$ cat src/hw/rtl/qmmsl_pkg.sv
// ============================================================================
// qmmsl_pkg
// Shared types and constants for the quad motor mixer with slew limiting.
// ============================================================================
package qmmsl_pkg;

    localparam int SPD_W      = 10;
    localparam int ACC_W      = 15;
    localparam int DELTA_W    = 11;
    localparam int DUTY_W     = 10;
    localparam int MOTORS_DEF = 4;
    localparam int QDEPTH     = 2;

    localparam logic [SPD_W-1:0] SPEED_MAX = 10'd1000;
    localparam logic [5:0]       RAMP_RST  = 6'd25;
    localparam logic [5:0]       RAMP_MIN  = 6'd1;
    localparam logic [5:0]       RAMP_MAX  = 6'd50;
    localparam logic [7:0]       GAIN_RST  = 8'd50;

    // duty = floor((1000 + speed) * 8191 / 20000) = ((1000 + speed) * DUTY_K) >> DUTY_SH
    localparam logic [10:0] PWM_OFFS = 11'd1000;
    localparam logic [24:0] DUTY_K   = 25'd27484436;
    localparam int          DUTY_SH  = 26;

    typedef enum logic [1:0] {
        ACT_CMD  = 2'd0,
        ACT_ADJ  = 2'd1,
        ACT_TICK = 2'd2,
        ACT_NONE = 2'd3
    } t_action;

    typedef enum logic [1:0] {
        CFG_RAMP  = 2'd0,
        CFG_GAIN  = 2'd1,
        CFG_ROLL  = 2'd2,
        CFG_PITCH = 2'd3
    } t_cfg_idx;

    typedef struct packed {
        logic [5:0] ramp;
        logic [7:0] gain;
        logic [3:0] roll;
        logic [3:0] pitch;
    } t_cfg;

    typedef struct packed {
        logic [SPD_W-1:0]        coll;
        logic                    correct;
        logic signed [ACC_W-1:0] ax;
        logic signed [ACC_W-1:0] ay;
    } t_tick;

    typedef struct packed {
        logic full;
        logic empty;
    } t_q_status;

    typedef enum logic [2:0] {
        BK_IDLE,
        BK_PROD,
        BK_SLEW,
        BK_DUTY,
        BK_OUT
    } t_back_state;

endpackage

$ cat src/hw/rtl/qmmsl_front.sv
// ============================================================================
// qmmsl_front
// Accepts event beats, keeps collective and stabilize state, queues ticks.
// ============================================================================
module qmmsl_front (
    input  logic                          i_clk,
    input  logic                          i_rst_n,
    input  logic                          i_valid,
    output logic                          o_ready,
    input  logic [1:0]                    i_action,
    input  logic                          i_arm,
    input  logic                          i_stab,
    input  logic [qmmsl_pkg::SPD_W-1:0]   i_thr,
    input  logic signed [qmmsl_pkg::DELTA_W-1:0] i_delta,
    input  logic signed [qmmsl_pkg::ACC_W-1:0]   i_ax,
    input  logic signed [qmmsl_pkg::ACC_W-1:0]   i_ay,
    input  logic                          i_imu_valid,
    input  qmmsl_pkg::t_q_status          i_q_status,
    output logic                          o_push,
    output qmmsl_pkg::t_tick              o_push_data
);

    logic [qmmsl_pkg::SPD_W-1:0] r_coll, n_coll;
    logic                        r_stab, n_stab;
    logic                        accept;
    logic [qmmsl_pkg::SPD_W-1:0] thr_sat;
    logic signed [11:0]          adj_sum;

    assign o_ready = !i_q_status.full;
    assign accept  = i_valid && o_ready;

    assign thr_sat = (i_thr > qmmsl_pkg::SPEED_MAX) ? qmmsl_pkg::SPEED_MAX : i_thr;
    assign adj_sum = $signed({2'b00, r_coll}) + $signed({i_delta[qmmsl_pkg::DELTA_W-1], i_delta});

    always_comb begin
        n_coll = r_coll;
        n_stab = r_stab;
        o_push = 1'b0;
        if (accept) begin
            unique case (qmmsl_pkg::t_action'(i_action))
                qmmsl_pkg::ACT_CMD: begin
                    n_stab = i_stab;
                    n_coll = i_arm ? thr_sat : '0;
                end
                qmmsl_pkg::ACT_ADJ: begin
                    if (adj_sum < 12'sd0) begin
                        n_coll = '0;
                    end else if (adj_sum > $signed({2'b00, qmmsl_pkg::SPEED_MAX})) begin
                        n_coll = qmmsl_pkg::SPEED_MAX;
                    end else begin
                        n_coll = adj_sum[qmmsl_pkg::SPD_W-1:0];
                    end
                end
                qmmsl_pkg::ACT_TICK: begin
                    o_push = 1'b1;
                end
                default: begin
                end
            endcase
        end
    end

    // snapshot of collective and correction enable travels with the tick
    assign o_push_data.coll    = r_coll;
    assign o_push_data.correct = r_stab && (r_coll != '0) && i_imu_valid;
    assign o_push_data.ax      = i_ax;
    assign o_push_data.ay      = i_ay;

    always_ff @(posedge i_clk) begin
        if (!i_rst_n) begin
            r_coll <= '0;
            r_stab <= 1'b1;
        end else begin
            r_coll <= n_coll;
            r_stab <= n_stab;
        end
    end

endmodule

$ cat src/hw/rtl/qmmsl_queue.sv
// ============================================================================
// qmmsl_queue
// Short tick queue between the front and the back.
// ============================================================================
module qmmsl_queue (
    input  logic                 i_clk,
    input  logic                 i_rst_n,
    input  logic                 i_push,
    input  qmmsl_pkg::t_tick     i_push_data,
    input  logic                 i_pop,
    output qmmsl_pkg::t_tick     o_head,
    output qmmsl_pkg::t_q_status o_status
);

    localparam int QAW = (qmmsl_pkg::QDEPTH > 1) ? $clog2(qmmsl_pkg::QDEPTH) : 1;

    qmmsl_pkg::t_tick r_mem [qmmsl_pkg::QDEPTH];
    logic [QAW-1:0]   r_wr_ptr, r_rd_ptr;
    logic [QAW:0]     r_count;
    logic             do_push, do_pop;

    assign o_status.full  = (r_count == (QAW+1)'(qmmsl_pkg::QDEPTH));
    assign o_status.empty = (r_count == '0);
    assign do_push = i_push && !o_status.full;
    assign do_pop  = i_pop && !o_status.empty;
    assign o_head  = r_mem[r_rd_ptr];

    always_ff @(posedge i_clk) begin
        if (do_push) begin
            r_mem[r_wr_ptr] <= i_push_data;
        end
    end

    always_ff @(posedge i_clk) begin
        if (!i_rst_n) begin
            r_wr_ptr <= '0;
            r_rd_ptr <= '0;
            r_count  <= '0;
        end else begin
            if (do_push) begin
                r_wr_ptr <= (r_wr_ptr == QAW'(qmmsl_pkg::QDEPTH-1)) ? '0 : r_wr_ptr + 1'b1;
            end
            if (do_pop) begin
                r_rd_ptr <= (r_rd_ptr == QAW'(qmmsl_pkg::QDEPTH-1)) ? '0 : r_rd_ptr + 1'b1;
            end
            case ({do_push, do_pop})
                2'b10:   r_count <= r_count + 1'b1;
                2'b01:   r_count <= r_count - 1'b1;
                default: r_count <= r_count;
            endcase
        end
    end

endmodule

$ cat src/hw/rtl/qmmsl_back.sv
// ============================================================================
// qmmsl_back
// Per-motor sequencer: tilt product, target and slew, duty, result beat.
// ============================================================================
module qmmsl_back #(
    parameter int MOTORS = qmmsl_pkg::MOTORS_DEF
) (
    input  logic                          i_clk,
    input  logic                          i_rst_n,
    input  qmmsl_pkg::t_cfg               i_cfg,
    input  qmmsl_pkg::t_tick              i_head,
    input  qmmsl_pkg::t_q_status          i_q_status,
    output logic                          o_pop,
    output logic                          o_valid,
    input  logic                          i_ready,
    output logic [1:0]                    o_index,
    output logic [qmmsl_pkg::SPD_W-1:0]   o_speed,
    output logic [qmmsl_pkg::DUTY_W-1:0]  o_duty,
    output logic                          o_last
);

    localparam int MW = (MOTORS > 1) ? $clog2(MOTORS) : 1;

    qmmsl_pkg::t_back_state r_state, n_state;
    qmmsl_pkg::t_tick       r_tick;
    logic [MW-1:0]          r_motor;
    logic signed [25:0]     r_prod;
    logic [10:0]            r_y;
    logic [qmmsl_pkg::SPD_W-1:0] r_speed [MOTORS];

    logic r_out_valid, r_out_last;
    logic [1:0]                   r_out_index;
    logic [qmmsl_pkg::SPD_W-1:0]  r_out_speed;
    logic [qmmsl_pkg::DUTY_W-1:0] r_out_duty;

    logic ld_prod, ld_slew, ld_out, out_take, is_last;
    logic [7:0]        roll_ext, pitch_ext;
    logic [MOTORS-1:0] rsign, psign;

    // product stage
    logic signed [16:0] sum;
    logic signed [25:0] prod;
    // slew stage
    logic [25:0]        mag;
    logic [15:0]        qv;
    logic signed [17:0] corr, tsum;
    logic [qmmsl_pkg::SPD_W-1:0] tgt, cur, new_spd;
    logic [10:0]        up, tgt_p;
    // duty stage
    logic [35:0]        dprod;

    assign roll_ext  = {4'b0000, i_cfg.roll};
    assign pitch_ext = {4'b0000, i_cfg.pitch};

    always_comb begin
        for (int m = 0; m < MOTORS; m++) begin
            rsign[m] = roll_ext[m];
            psign[m] = pitch_ext[m];
        end
    end

    assign is_last  = (r_motor == MW'(MOTORS-1));
    assign out_take = r_out_valid && i_ready;

    // next state
    always_comb begin
        n_state = r_state;
        unique case (r_state)
            qmmsl_pkg::BK_IDLE: if (!i_q_status.empty) n_state = qmmsl_pkg::BK_PROD;
            qmmsl_pkg::BK_PROD: n_state = qmmsl_pkg::BK_SLEW;
            qmmsl_pkg::BK_SLEW: n_state = qmmsl_pkg::BK_DUTY;
            qmmsl_pkg::BK_DUTY: n_state = qmmsl_pkg::BK_OUT;
            qmmsl_pkg::BK_OUT: begin
                if (out_take) n_state = is_last ? qmmsl_pkg::BK_IDLE : qmmsl_pkg::BK_PROD;
            end
            default: n_state = qmmsl_pkg::BK_IDLE;
        endcase
    end

    // strobes
    always_comb begin
        o_pop   = 1'b0;
        ld_prod = 1'b0;
        ld_slew = 1'b0;
        ld_out  = 1'b0;
        unique case (r_state)
            qmmsl_pkg::BK_IDLE: o_pop   = !i_q_status.empty;
            qmmsl_pkg::BK_PROD: ld_prod = 1'b1;
            qmmsl_pkg::BK_SLEW: ld_slew = 1'b1;
            qmmsl_pkg::BK_DUTY: ld_out  = 1'b1;
            qmmsl_pkg::BK_OUT: begin
            end
            default: begin
            end
        endcase
    end

    // gain * (+-ay +-ax)
    always_comb begin
        sum  = (rsign[r_motor] ? 17'(r_tick.ay) : -17'(r_tick.ay))
             + (psign[r_motor] ? 17'(r_tick.ax) : -17'(r_tick.ax));
        prod = $signed({1'b0, i_cfg.gain}) * sum;
    end

    // correction = -(prod) / 1024 toward zero, then clamp and slew
    always_comb begin
        mag  = r_prod[25] ? 26'(-r_prod) : 26'(r_prod);
        qv   = mag[25:10];
        corr = r_prod[25] ? $signed({2'b00, qv}) : -$signed({2'b00, qv});
        tsum = $signed({8'b0, r_tick.coll}) + corr;
        if (!r_tick.correct) begin
            tgt = r_tick.coll;
        end else if (tsum < 18'sd0) begin
            tgt = '0;
        end else if (tsum > $signed({8'b0, qmmsl_pkg::SPEED_MAX})) begin
            tgt = qmmsl_pkg::SPEED_MAX;
        end else begin
            tgt = tsum[qmmsl_pkg::SPD_W-1:0];
        end
        cur   = r_speed[r_motor];
        up    = {1'b0, cur} + {5'b0, i_cfg.ramp};
        tgt_p = {1'b0, tgt} + {5'b0, i_cfg.ramp};
        if (cur < tgt) begin
            new_spd = (up > {1'b0, tgt}) ? tgt : up[qmmsl_pkg::SPD_W-1:0];
        end else if (cur > tgt) begin
            new_spd = ({1'b0, cur} > tgt_p) ? cur - {4'b0, i_cfg.ramp} : tgt;
        end else begin
            new_spd = cur;
        end
    end

    assign dprod = {25'b0, r_y} * {11'b0, qmmsl_pkg::DUTY_K};

    always_ff @(posedge i_clk) begin
        if (o_pop) begin
            r_tick <= i_head;
        end
        if (ld_prod) begin
            r_prod <= prod;
        end
        if (ld_slew) begin
            r_y <= qmmsl_pkg::PWM_OFFS + {1'b0, new_spd};
        end
        if (ld_out) begin
            r_out_index <= 2'(r_motor);
            r_out_speed <= r_speed[r_motor];
            r_out_duty  <= dprod[qmmsl_pkg::DUTY_SH +: qmmsl_pkg::DUTY_W];
            r_out_last  <= is_last;
        end
    end

    always_ff @(posedge i_clk) begin
        if (!i_rst_n) begin
            r_state     <= qmmsl_pkg::BK_IDLE;
            r_motor     <= '0;
            r_out_valid <= 1'b0;
            for (int m = 0; m < MOTORS; m++) begin
                r_speed[m] <= '0;
            end
        end else begin
            r_state <= n_state;
            if (o_pop) begin
                r_motor <= '0;
            end else if (out_take && !is_last) begin
                r_motor <= r_motor + 1'b1;
            end
            if (ld_slew) begin
                r_speed[r_motor] <= new_spd;
            end
            if (ld_out) begin
                r_out_valid <= 1'b1;
            end else if (out_take) begin
                r_out_valid <= 1'b0;
            end
        end
    end

    assign o_valid = r_out_valid;
    assign o_index = r_out_index;
    assign o_speed = r_out_speed;
    assign o_duty  = r_out_duty;
    assign o_last  = r_out_last;

endmodule

$ cat src/hw/rtl/quad_motor_mixer_slew_limiter.sv
// ============================================================================
// quad_motor_mixer_slew_limiter
// Motor mixer with tilt correction and per-tick slew limiting, stream I/O.
// ============================================================================
// The front takes one event beat per cycle while its two-entry tick queue has
// room: flight commands and power adjusts update the collective at once and
// produce no result; control ticks are queued with a snapshot of the
// collective and the correction enable. The back works one tick at a time,
// one motor after another, through the steps tilt product, target clamp and
// slew, duty multiply and result beat for each motor, after a step that takes
// the tick off the queue; the result beat waits for the downstream side. The
// back's per-motor multiplier chain is shared by all motors. Configuration
// writes are always accepted (o_cfg_ready is tied high) and should only be
// issued while the block is idle.
// ============================================================================
module quad_motor_mixer_slew_limiter #(
    parameter int MOTORS = qmmsl_pkg::MOTORS_DEF
) (
    input  logic        i_clk,
    input  logic        i_rst_n,

    input  logic        i_s_axis_tvalid,
    output logic        o_s_axis_tready,
    // [0] arm, [1] stabilize_request, [11:2] throttle_level,
    // [22:12] power_delta, [37:23] accel_x, [52:38] accel_y, [53] imu_valid
    input  logic [55:0] i_s_axis_tdata,
    // [1:0] action
    input  logic [1:0]  i_s_axis_tuser,

    output logic        o_m_axis_tvalid,
    input  logic        i_m_axis_tready,
    // [1:0] motor_index, [11:2] motor_speed, [21:12] pwm_duty
    output logic [23:0] o_m_axis_tdata,
    // last_motor
    output logic        o_m_axis_tlast,

    input  logic        i_cfg_valid,
    output logic        o_cfg_ready,
    input  logic [1:0]  i_cfg_index,
    input  logic [7:0]  i_cfg_data
);

    qmmsl_pkg::t_cfg      r_cfg;
    qmmsl_pkg::t_tick     w_push_data, w_head;
    qmmsl_pkg::t_q_status w_q_status;
    logic                 w_push, w_pop;
    logic [1:0]           w_index;
    logic [qmmsl_pkg::SPD_W-1:0]  w_speed;
    logic [qmmsl_pkg::DUTY_W-1:0] w_duty;
    logic [5:0]           cfg_ramp_raw;

    // ------------------------------------------------------------------
    // Config registers; ramp rate saturates to 1..50 on write
    // ------------------------------------------------------------------
    assign o_cfg_ready  = 1'b1;
    assign cfg_ramp_raw = i_cfg_data[5:0];

    always_ff @(posedge i_clk) begin
        if (!i_rst_n) begin
            r_cfg.ramp  <= qmmsl_pkg::RAMP_RST;
            r_cfg.gain  <= qmmsl_pkg::GAIN_RST;
            r_cfg.roll  <= '0;
            r_cfg.pitch <= '0;
        end else if (i_cfg_valid && o_cfg_ready) begin
            unique case (qmmsl_pkg::t_cfg_idx'(i_cfg_index))
                qmmsl_pkg::CFG_RAMP: begin
                    if (cfg_ramp_raw < qmmsl_pkg::RAMP_MIN) begin
                        r_cfg.ramp <= qmmsl_pkg::RAMP_MIN;
                    end else if (cfg_ramp_raw > qmmsl_pkg::RAMP_MAX) begin
                        r_cfg.ramp <= qmmsl_pkg::RAMP_MAX;
                    end else begin
                        r_cfg.ramp <= cfg_ramp_raw;
                    end
                end
                qmmsl_pkg::CFG_GAIN:  r_cfg.gain  <= i_cfg_data;
                qmmsl_pkg::CFG_ROLL:  r_cfg.roll  <= i_cfg_data[3:0];
                qmmsl_pkg::CFG_PITCH: r_cfg.pitch <= i_cfg_data[3:0];
                default: begin
                end
            endcase
        end
    end

    // ------------------------------------------------------------------
    // Front: event decode and collective state
    // ------------------------------------------------------------------
    qmmsl_front u_front (
        .i_clk       (i_clk),
        .i_rst_n     (i_rst_n),
        .i_valid     (i_s_axis_tvalid),
        .o_ready     (o_s_axis_tready),
        .i_action    (i_s_axis_tuser),
        .i_arm       (i_s_axis_tdata[0]),
        .i_stab      (i_s_axis_tdata[1]),
        .i_thr       (i_s_axis_tdata[11:2]),
        .i_delta     ($signed(i_s_axis_tdata[22:12])),
        .i_ax        ($signed(i_s_axis_tdata[37:23])),
        .i_ay        ($signed(i_s_axis_tdata[52:38])),
        .i_imu_valid (i_s_axis_tdata[53]),
        .i_q_status  (w_q_status),
        .o_push      (w_push),
        .o_push_data (w_push_data)
    );

    // ------------------------------------------------------------------
    // Tick queue
    // ------------------------------------------------------------------
    qmmsl_queue u_queue (
        .i_clk       (i_clk),
        .i_rst_n     (i_rst_n),
        .i_push      (w_push),
        .i_push_data (w_push_data),
        .i_pop       (w_pop),
        .o_head      (w_head),
        .o_status    (w_q_status)
    );

    // ------------------------------------------------------------------
    // Back: per-motor mixing, slew and duty
    // ------------------------------------------------------------------
    qmmsl_back #(
        .MOTORS (MOTORS)
    ) u_back (
        .i_clk      (i_clk),
        .i_rst_n    (i_rst_n),
        .i_cfg      (r_cfg),
        .i_head     (w_head),
        .i_q_status (w_q_status),
        .o_pop      (w_pop),
        .o_valid    (o_m_axis_tvalid),
        .i_ready    (i_m_axis_tready),
        .o_index    (w_index),
        .o_speed    (w_speed),
        .o_duty     (w_duty),
        .o_last     (o_m_axis_tlast)
    );

    assign o_m_axis_tdata = {2'b00, w_duty, w_speed, w_index};

`ifndef SYNTHESIS
    // Result beats stay inside the speed and duty ranges
    a_speed_range: assert property (@(posedge i_clk) disable iff (!i_rst_n)
        o_m_axis_tvalid |-> (w_speed <= qmmsl_pkg::SPEED_MAX))
        else $error("motor speed above maximum");

    a_duty_range: assert property (@(posedge i_clk) disable iff (!i_rst_n)
        o_m_axis_tvalid |-> ((w_duty >= 10'd409) && (w_duty <= 10'd819)))
        else $error("pwm duty out of range");

    // Back only pops a tick that is present
    a_pop_nonempty: assert property (@(posedge i_clk) disable iff (!i_rst_n)
        w_pop |-> !w_q_status.empty)
        else $error("pop from empty tick queue");

    // Front never pushes into a full queue
    a_push_room: assert property (@(posedge i_clk) disable iff (!i_rst_n)
        w_push |-> !w_q_status.full)
        else $error("push into full tick queue");

    // Ramp rate register stays saturated
    a_ramp_range: assert property (@(posedge i_clk) disable iff (!i_rst_n)
        (r_cfg.ramp >= qmmsl_pkg::RAMP_MIN) && (r_cfg.ramp <= qmmsl_pkg::RAMP_MAX))
        else $error("ramp rate out of range");
`endif

endmodule
$ cat config.mk
export PLATFORM = sky130hd
export DESIGN_NAME = quad_motor_mixer_slew_limiter
export DESIGN_NICKNAME = d
export VERILOG_FILES = /design/src/hw/rtl/qmmsl_pkg.sv /design/src/hw/rtl/qmmsl_front.sv /design/src/hw/rtl/qmmsl_queue.sv /design/src/hw/rtl/qmmsl_back.sv /design/src/hw/rtl/quad_motor_mixer_slew_limiter.sv
export SDC_FILE = /design/constraint.sdc
export NUM_CORES = 1
export LEC_CHECK = 0
export CORE_MARGIN = 8
export CORE_UTILIZATION = 60
export CTS_CLUSTER_DIAMETER = 100
export DETAILED_ROUTE_END_ITERATION = 16
export DONT_BUFFER_PORTS = 1
export PLACE_DENSITY = 0.79
export SLEW_MARGIN = 20
export SYNTH_ARGS = -nofsm -noshare
export SYNTH_HDL_FRONTEND = slang
export SYNTH_HIERARCHICAL = 1
export SYNTH_SLANG_ARGS = --single-unit
$ cat constraint.sdc
create_clock -name i_clk -period 8.5 [get_ports i_clk]
set_input_delay 0.425 -clock i_clk [delete_from_list [all_inputs] [get_ports i_clk]]
set_output_delay 0.425 -clock i_clk [all_outputs]
set_load 0.02 [all_outputs]
==> results.toml, run 1 <==
[cells_and_area]
num-nets-final = 2868
layout-drive-gt1-share_pct = 15.96
stdcell_area_um2 = 26740
layout.cells.most_common_list = "288 x inv_1, 233 x ha_1, 223 x edfxtp_1"
areaGrowthSynthToFinish_pct = 13.62
mostFrequentLayoutCell = "inv_1"
finalNonFillerCells = 2932

[placed_design]
post_dp_cell_area_um2 = 24440
dp.cells = 2814
port_buffers = 0
place.detailed.hpwl_mm = 41.45
post_placement_worst_setup_slack_ns = -0.3917
gp_congestion = 0.9212

[sta]
slew_violations = 0
timing_worst_slew_pin_value_ns = 1.200
slew_headroom_pct = 19.50
timing.final.crit_share_pct = 100.3
setup_repair_after_global_routing_missed_its_margin = "yes"
final.setup.worst_slack_ns = -0.02937
finalHoldWorstSlack_ns = 0.02069
min_period_ns = 8.529
fmaxAchievable_mhz = 117.2
hold_viol_final = 0
skew_ns = 0.02685
setup-violations-final = 1

[global_route]
grt_first_pass_wirelength_mm = 89.96
grt_max_degree = 44
total_routing_resource_utilization_after_global_routing_pct = 23.47
antenna_found_initial = 1
first_global_vias = 17850
grt_overflow = 0

[setup_path]
cp_slowest_stage_delay_ns = 0.58
end_kind = "register"
crit_path_start_kind = "register"
timing.critical_path.arrival_ns = 8.83
slowest_stage = "or4_4"
cp_top_family = "compound AO/OA/AOI/OAI gates"
reg2reg_slack_ns = -0.03
critPathBufInv = 6
criticalPathCategory = "reg -> reg"
required_worst_endpoint_ns = 8.80
cp_max_fo = 4

[yosys]
synth-xor-area-share_pct = 4.801
synth.yosys.seq_area_share_pct = 32.37
synth_top_area_cell = "edfxtp_1"
yosys-mux-area-fraction_pct = 4.370
synth_top_flop_cell = "edfxtp_1"
synth-simple-area-share_pct = 13.62
syn_avg_cell_area_um2 = 10.25
post_synth_edffs = 223
synth-adder-area-share_pct = 26.64
mapped_cell_area_um2 = 23530
synth-seq-cells = 269
synthCells = 2297
unique_masters_post_synth = 99
synth_compound_gate_area_share_pct = 11.20
synth.area.top_cells = "edfxtp_1 28%, fa_1 14%, ha_1 13%, inv_1 4.7%, dfxtp_1 3.9%"
async_reset_ff_share_pct = 0
synth-warning-count = 6
synth_top_family_by_area = "adder cells"
synth_top_area_share_pct = 28.45

[floorplan]
floorplan.initialDensity_pct = 60.89
core_um2 = 38650
fp.dieArea_um2 = 45820
die_width_um = 214.1
io_pins = 101
std_cell_rows = 72
height_of_the_chip_um = 214.1

[detailed_routing]
via_count = 17490
detailedRoute.firstIterationViolations = 1248
drc_errors = 0
routed_wire_length_mm = 56.97
viasPerCell = 5.965
post_drt_wl_per_cell_um = 19.43
ant_nets = 0
first_pass_iters = 5

[clock_tree]
root_buffer = "clkbuf_16"
cts_tree = "built"
tritoncts_num_sinks = 269
cts_htree_levels = 1
insertion_delay_of_the_later_clocked_pin_in_the_worst_skew_pair_ns = 0.57
cts.path.max_buffers = 3
clkSlewWorstSetupHoldPaths_ns = 0.06
numCtsBuffers = 29

[min_path]
hold_path_class = "in -> reg"

[pwr]
leakagePower_nw = 11.47
max-vdd-ir-drop_uv = 288.9
total_power_mw = 10.58
total_power_divided_by_cell_area_nw_per_um2 = 395.8

[outcome]
run_status = "finished with violations"
failed_checks = "negative setup slack"

[run]
timing.max_cap.violations = 0
[kinds of logic after synthesis]
| logic type | Yosys count |
|---|---|
| AOI/OAI and AO/OA | 380 |
| xor gates and xnor gates | 129 |
| adders and majority gates | 405 |
| buffers and inverters | 398 |
| DFF | 269 |
| muxes | 82 |
| other | 2 |
| and+or+nand+nor | 632 |
[worst register-to-register path: cells and delay by family (launching register included)]
family                   cells  cell delay, ns
buffers and inverters        6            0.79
adder cells (fa/ha/maj)      5            1.22
AND/OR/NAND/NOR             11            1.87
flip-flops                   1            0.38
XOR/XNOR                     5            0.90
AO/OA/AOI/OAI               15            3.08
[cells in the mapped netlist, drive strengths merged, types with 12 or more instances]
master  instances
a21boi         12
o21bai         23
dfxtp          46
edfxtp        223
nor2b          42
a21o           29
and3           12
xnor2          80
nand2b         15
nand3          47
mux2i          24
nor4           30
o21a           27
and2           77
clkbuf         58
ha            245
mux4           12
a21oi          99
buf            43
fa            160
mux2           46
o21ai          65
nand4          15
or2            12
inv           296
nor3           36
o211ai         17
nand2         148
nor2          152
xor2           49
[sequential cells by signal, indices dropped and copies added (netlist names), 3 cells and up, named ones only]
| name | count |
|---|---|
| u_back/r_speed | 40 |
| u_front/r_coll | 10 |
| r_cfg | 22 |
| u_back/r_state | 3 |
| u_back/r_prod | 26 |
| u_back/r_y | 11 |
| u_back/o_speed | 10 |
| u_back/o_duty | 10 |
| u_back/r_tick | 41 |
| u_queue/r_mem | 82 |
[metal layers]
layer	GRT usage [%]	wire, um	vias to the layer above
li1	-	-	8130
met1	30.09	23630	8606
met2	40.79	28250	645
met3	3.879	3709	107
met4	6.284	1386	0
met5	0	0	-
[layout make-up]
class                      count  area, um^2
antenna                        1       2.502
clock buffer                  33       750.7
clock inverter                21       257.7
fill                        2618       11910
inverter                     297        1115
multi-input combinational   1631       15000
sequential                   269        7622
tap                          518       648.1
timing repair buffer         162        1345
[power breakdown]
part | switching, mW | leakage [nW] | internal [mW]
clock network | 0.539 | 0.496 | 0.793
registers | 0.126 | 2.45 | 1.83
logic | 3.95 | 8.53 | 3.35
[metrics by stage]
| step | TNS [ns] | util (%) |
|---|---|---|
| 5_1_grt | -6.575 | 69.19 |
| 3_5_place_dp | -4.076 | 63.24 |
| 4_1_cts | -0.02661 | 67.08 |
| 2_1_floorplan | 0 | - |
| 6_report | -0.02937 | 69.19 |
| 3_3_place_gp | -0.1530 | 63.24 |
[repair_timing]
action                                  in CTS  in global routing
resized for setup                           26                129
endpoints found under the hold margin       94                  0
hold buffers                                36                  0
setup buffers                                1                 26
pin swaps                                    5                 87
gates cloned                                 0                  1
endpoints found under the setup margin      50                 59
[worst paths after layout]
check / startpoint / end / depth (start not counted)
worst max register to register: u_back/r_prod[9] / u_back/r_y[9] / 42
worst max-delay path: u_back/r_prod[9] / u_back/r_y[9] / 42
worst min register to register: u_front/r_stab / u_front/r_stab / 2
worst min-delay path: i_cfg_data[2] / r_cfg[18] / 2
No activity file was read; power rests on OpenSTA's default activity.
==> run 2, diff against run 1 <==
--- a/config.mk
+++ b/config.mk
@@ -5,12 +5,12 @@
 export SDC_FILE = /design/constraint.sdc
 export NUM_CORES = 1
 export LEC_CHECK = 0
+export BUFFER_PORTS_ARGS = -buffer_cell sky130_fd_sc_hd__buf_2
 export CORE_MARGIN = 8
-export CORE_UTILIZATION = 60
+export CORE_UTILIZATION = 58
 export CTS_CLUSTER_DIAMETER = 100
 export DETAILED_ROUTE_END_ITERATION = 16
-export DONT_BUFFER_PORTS = 1
-export PLACE_DENSITY = 0.79
+export PLACE_DENSITY = 0.8
 export SLEW_MARGIN = 20
 export SYNTH_ARGS = -nofsm -noshare
 export SYNTH_HDL_FRONTEND = slang
==> run 2 against run 1 <==
Effect of this change:
- the flow now finishes without violations
- clock skew is 0.0092 ns lower
- sequential share of layout area hardly changed
- utilization is 2.2 points lower
- first-iteration DRC count is 14% lower
- global-route usage is 1.1 points lower
- power is 0.78% lower
==> results.toml, run 2 (synthesis gave the netlist of run 1 again) <==
[cells_and_area]
fillerInstances = 2850
mostFrequentLayoutCell = "inv_1"
finalNonFillerCells = 2986
largest_register_ff_count = 82
num-nets-final = 2917
layout-drive-gt1-share_pct = 18.73
register_containing_the_most_flip_flops_in_the_final_layout = "u_queue/r_mem"
n_antenna_cell = 0
layout.cells.most_common_list = "289 x inv_1, 235 x ha_1, 223 x edfxtp_1"
largestRegisters = "u_queue/r_mem (82), u_back/r_tick (41), u_back/r_speed (40)"
areaGrowthSynthToFinish_pct = 13.56

[floorplan]
io_pins = 101
std_cell_rows = 73
fp.dieArea_um2 = 47280
height_of_the_chip_um = 217.4
floorplan.initialDensity_pct = 58.96
die_width_um = 217.4
core_um2 = 39910

[setup_path]
timing.critical_path.arrival_ns = 8.78
required_worst_endpoint_ns = 8.82
cp_slowest_stage_delay_ns = 0.56
end_kind = "register"
slowest_stage = "or4_4"
cp_max_fo = 3
criticalPathCategory = "reg -> reg"
crit_path_start_kind = "register"

[clock_tree]
cts_hold_repair.buffers = 0
cts_htree_levels = 1
clkSlewWorstSetupHoldPaths_ns = 0.07
numCtsBuffers = 28
insertion_delay_of_the_later_clocked_pin_in_the_worst_skew_pair_ns = 0.57
cts_tree = "built"
tritoncts_num_sinks = 269
cts.path.max_buffers = 3
root_buffer = "clkbuf_16"

[sta]
final.setup.tns_ns = 0
min_period_ns = 8.466
fmaxAchievable_mhz = 118.1
timing_worst_slew_pin_value_ns = 1.222
slew_headroom_pct = 18.50
hold_viol_final = 0
slew_violations = 0
timing.final.crit_share_pct = 99.60
skew_ns = 0.01764
setup_repair_after_global_routing_missed_its_margin = "yes"
final.setup.worst_slack_ns = 0.03441
setup-violations-final = 0

[pwr]
p_int_mw = 6.000
power.share.clock_pct = 13.6
combinationalPowerShare_pct = 67.8
sw_frac_of_total_pct = 42.86
max-vdd-ir-drop_uv = 348.6
total_power_divided_by_cell_area_nw_per_um2 = 392.9
total_switching_power_mw = 4.500
leakagePower_nw = 11.65
pwr-share-seq_pct = 18.6

[global_route]
first_global_vias = 17820
total_routing_resource_utilization_after_global_routing_pct = 22.37
antenna_found_initial = 0
grt_overflow = 0
grt_max_degree = 50
grt_first_pass_wirelength_mm = 87.57

[detailed_routing]
route.top_layer_used = "met4"
via_count = 17380
route.met2.wl_mm = 26.96
routed_wire_length_mm = 54.48
met3WireLength_mm = 3.178
viasPerCell = 5.820
total_routed_wire_length_on_the_met1_layer_mm = 23.33
post_drt_wl_per_cell_um = 18.24
drc_errors = 0
detailedRoute.firstIterationViolations = 1068
ant_nets = 0
first_pass_iters = 5

[min_path]
hold_path_class = "in -> reg"

[placed_design]
post_placement_worst_setup_slack_ns = -0.2295
place.detailed.hpwl_mm = 41.90
dp.cells = 2916
gp_congestion = 0.9451
port_buffers = 95

[outcome]
run_status = "finished, final reports clean"

[run]
timing.max_cap.violations = 0
run 2: final timing paths:
check / from / end / slack, ns / cells after the start
worst max-delay path: u_back/r_prod[1] / u_back/r_y[9] / 0.03 / 42
worst min-delay path: i_s_axis_tdata[47] / u_queue/r_mem[0][9] / 0.05 / 1
worst max register to register: u_back/r_prod[1] / u_back/r_y[9] / 0.03 / 42
worst min register to register: u_front/r_stab / u_front/r_stab / 0.51 / 2
run 2: metal layers:
layer	GRT usage (%)	vias to the layer above
li1	-	8225
met1	29.03	8523
met2	38.80	555
met3	3.107	77
met4	6.109	0
met5	0	-
run 2: area by class of cell:
type                    count  area [um^2]  share of cell area (%)
clock buffers              34        807.0                   3.020
well taps                 525        656.9                   2.458
inverters                 297         1115                   4.172
repair buffers            212         1388                   5.192
flip-flops and latches    269         7622                   28.52
multi-input cells        1631        14830                   55.49
clock inverters            18        306.5                   1.147
run 2: through the flow:
stage               hold slack, ns  total power, mW  util, %  instance area, um^2
floorplan                   0.4358            6.773        -                23560
global placement            0.4704            8.237    62.45                24930
detailed placement          0.4845            8.531    62.45                24930
CTS                        0.02529            10.07    65.45                26130
global route               0.03226            11.45    66.95                26720
finish                     0.04922            10.50    66.95                26720
run 2: worst max-delay path, delay by kind of cell, from the launching register on:
kind / cells / cell delay, ns
compound gates: 19 / 3.46
simple gates: 7 / 1.72
fa+ha+maj: 6 / 1.56
buf+inv: 6 / 0.63
xor+xnor: 4 / 0.51
flops: 1 / 0.37
run 2: repair_timing:
| action | CTS | global route |
|---|---|---|
| resized for setup | 18 | 106 |
| pin swaps | 10 | 63 |
| setup endpoints to repair | 17 | 59 |
| buffers inserted | 2 | 16 |
| hold endpoints to repair | 0 | 0 |
run 2: power by group through the flow:
stage	clock [mW]	sequential (mW)	combinational, mW
CTS	1.45	1.95	6.67
global placement	0	1.96	6.27
global route	1.50	1.97	7.98
floorplan	0	1.93	4.84
finish	1.43	1.95	7.12
detailed placement	0	1.97	6.56
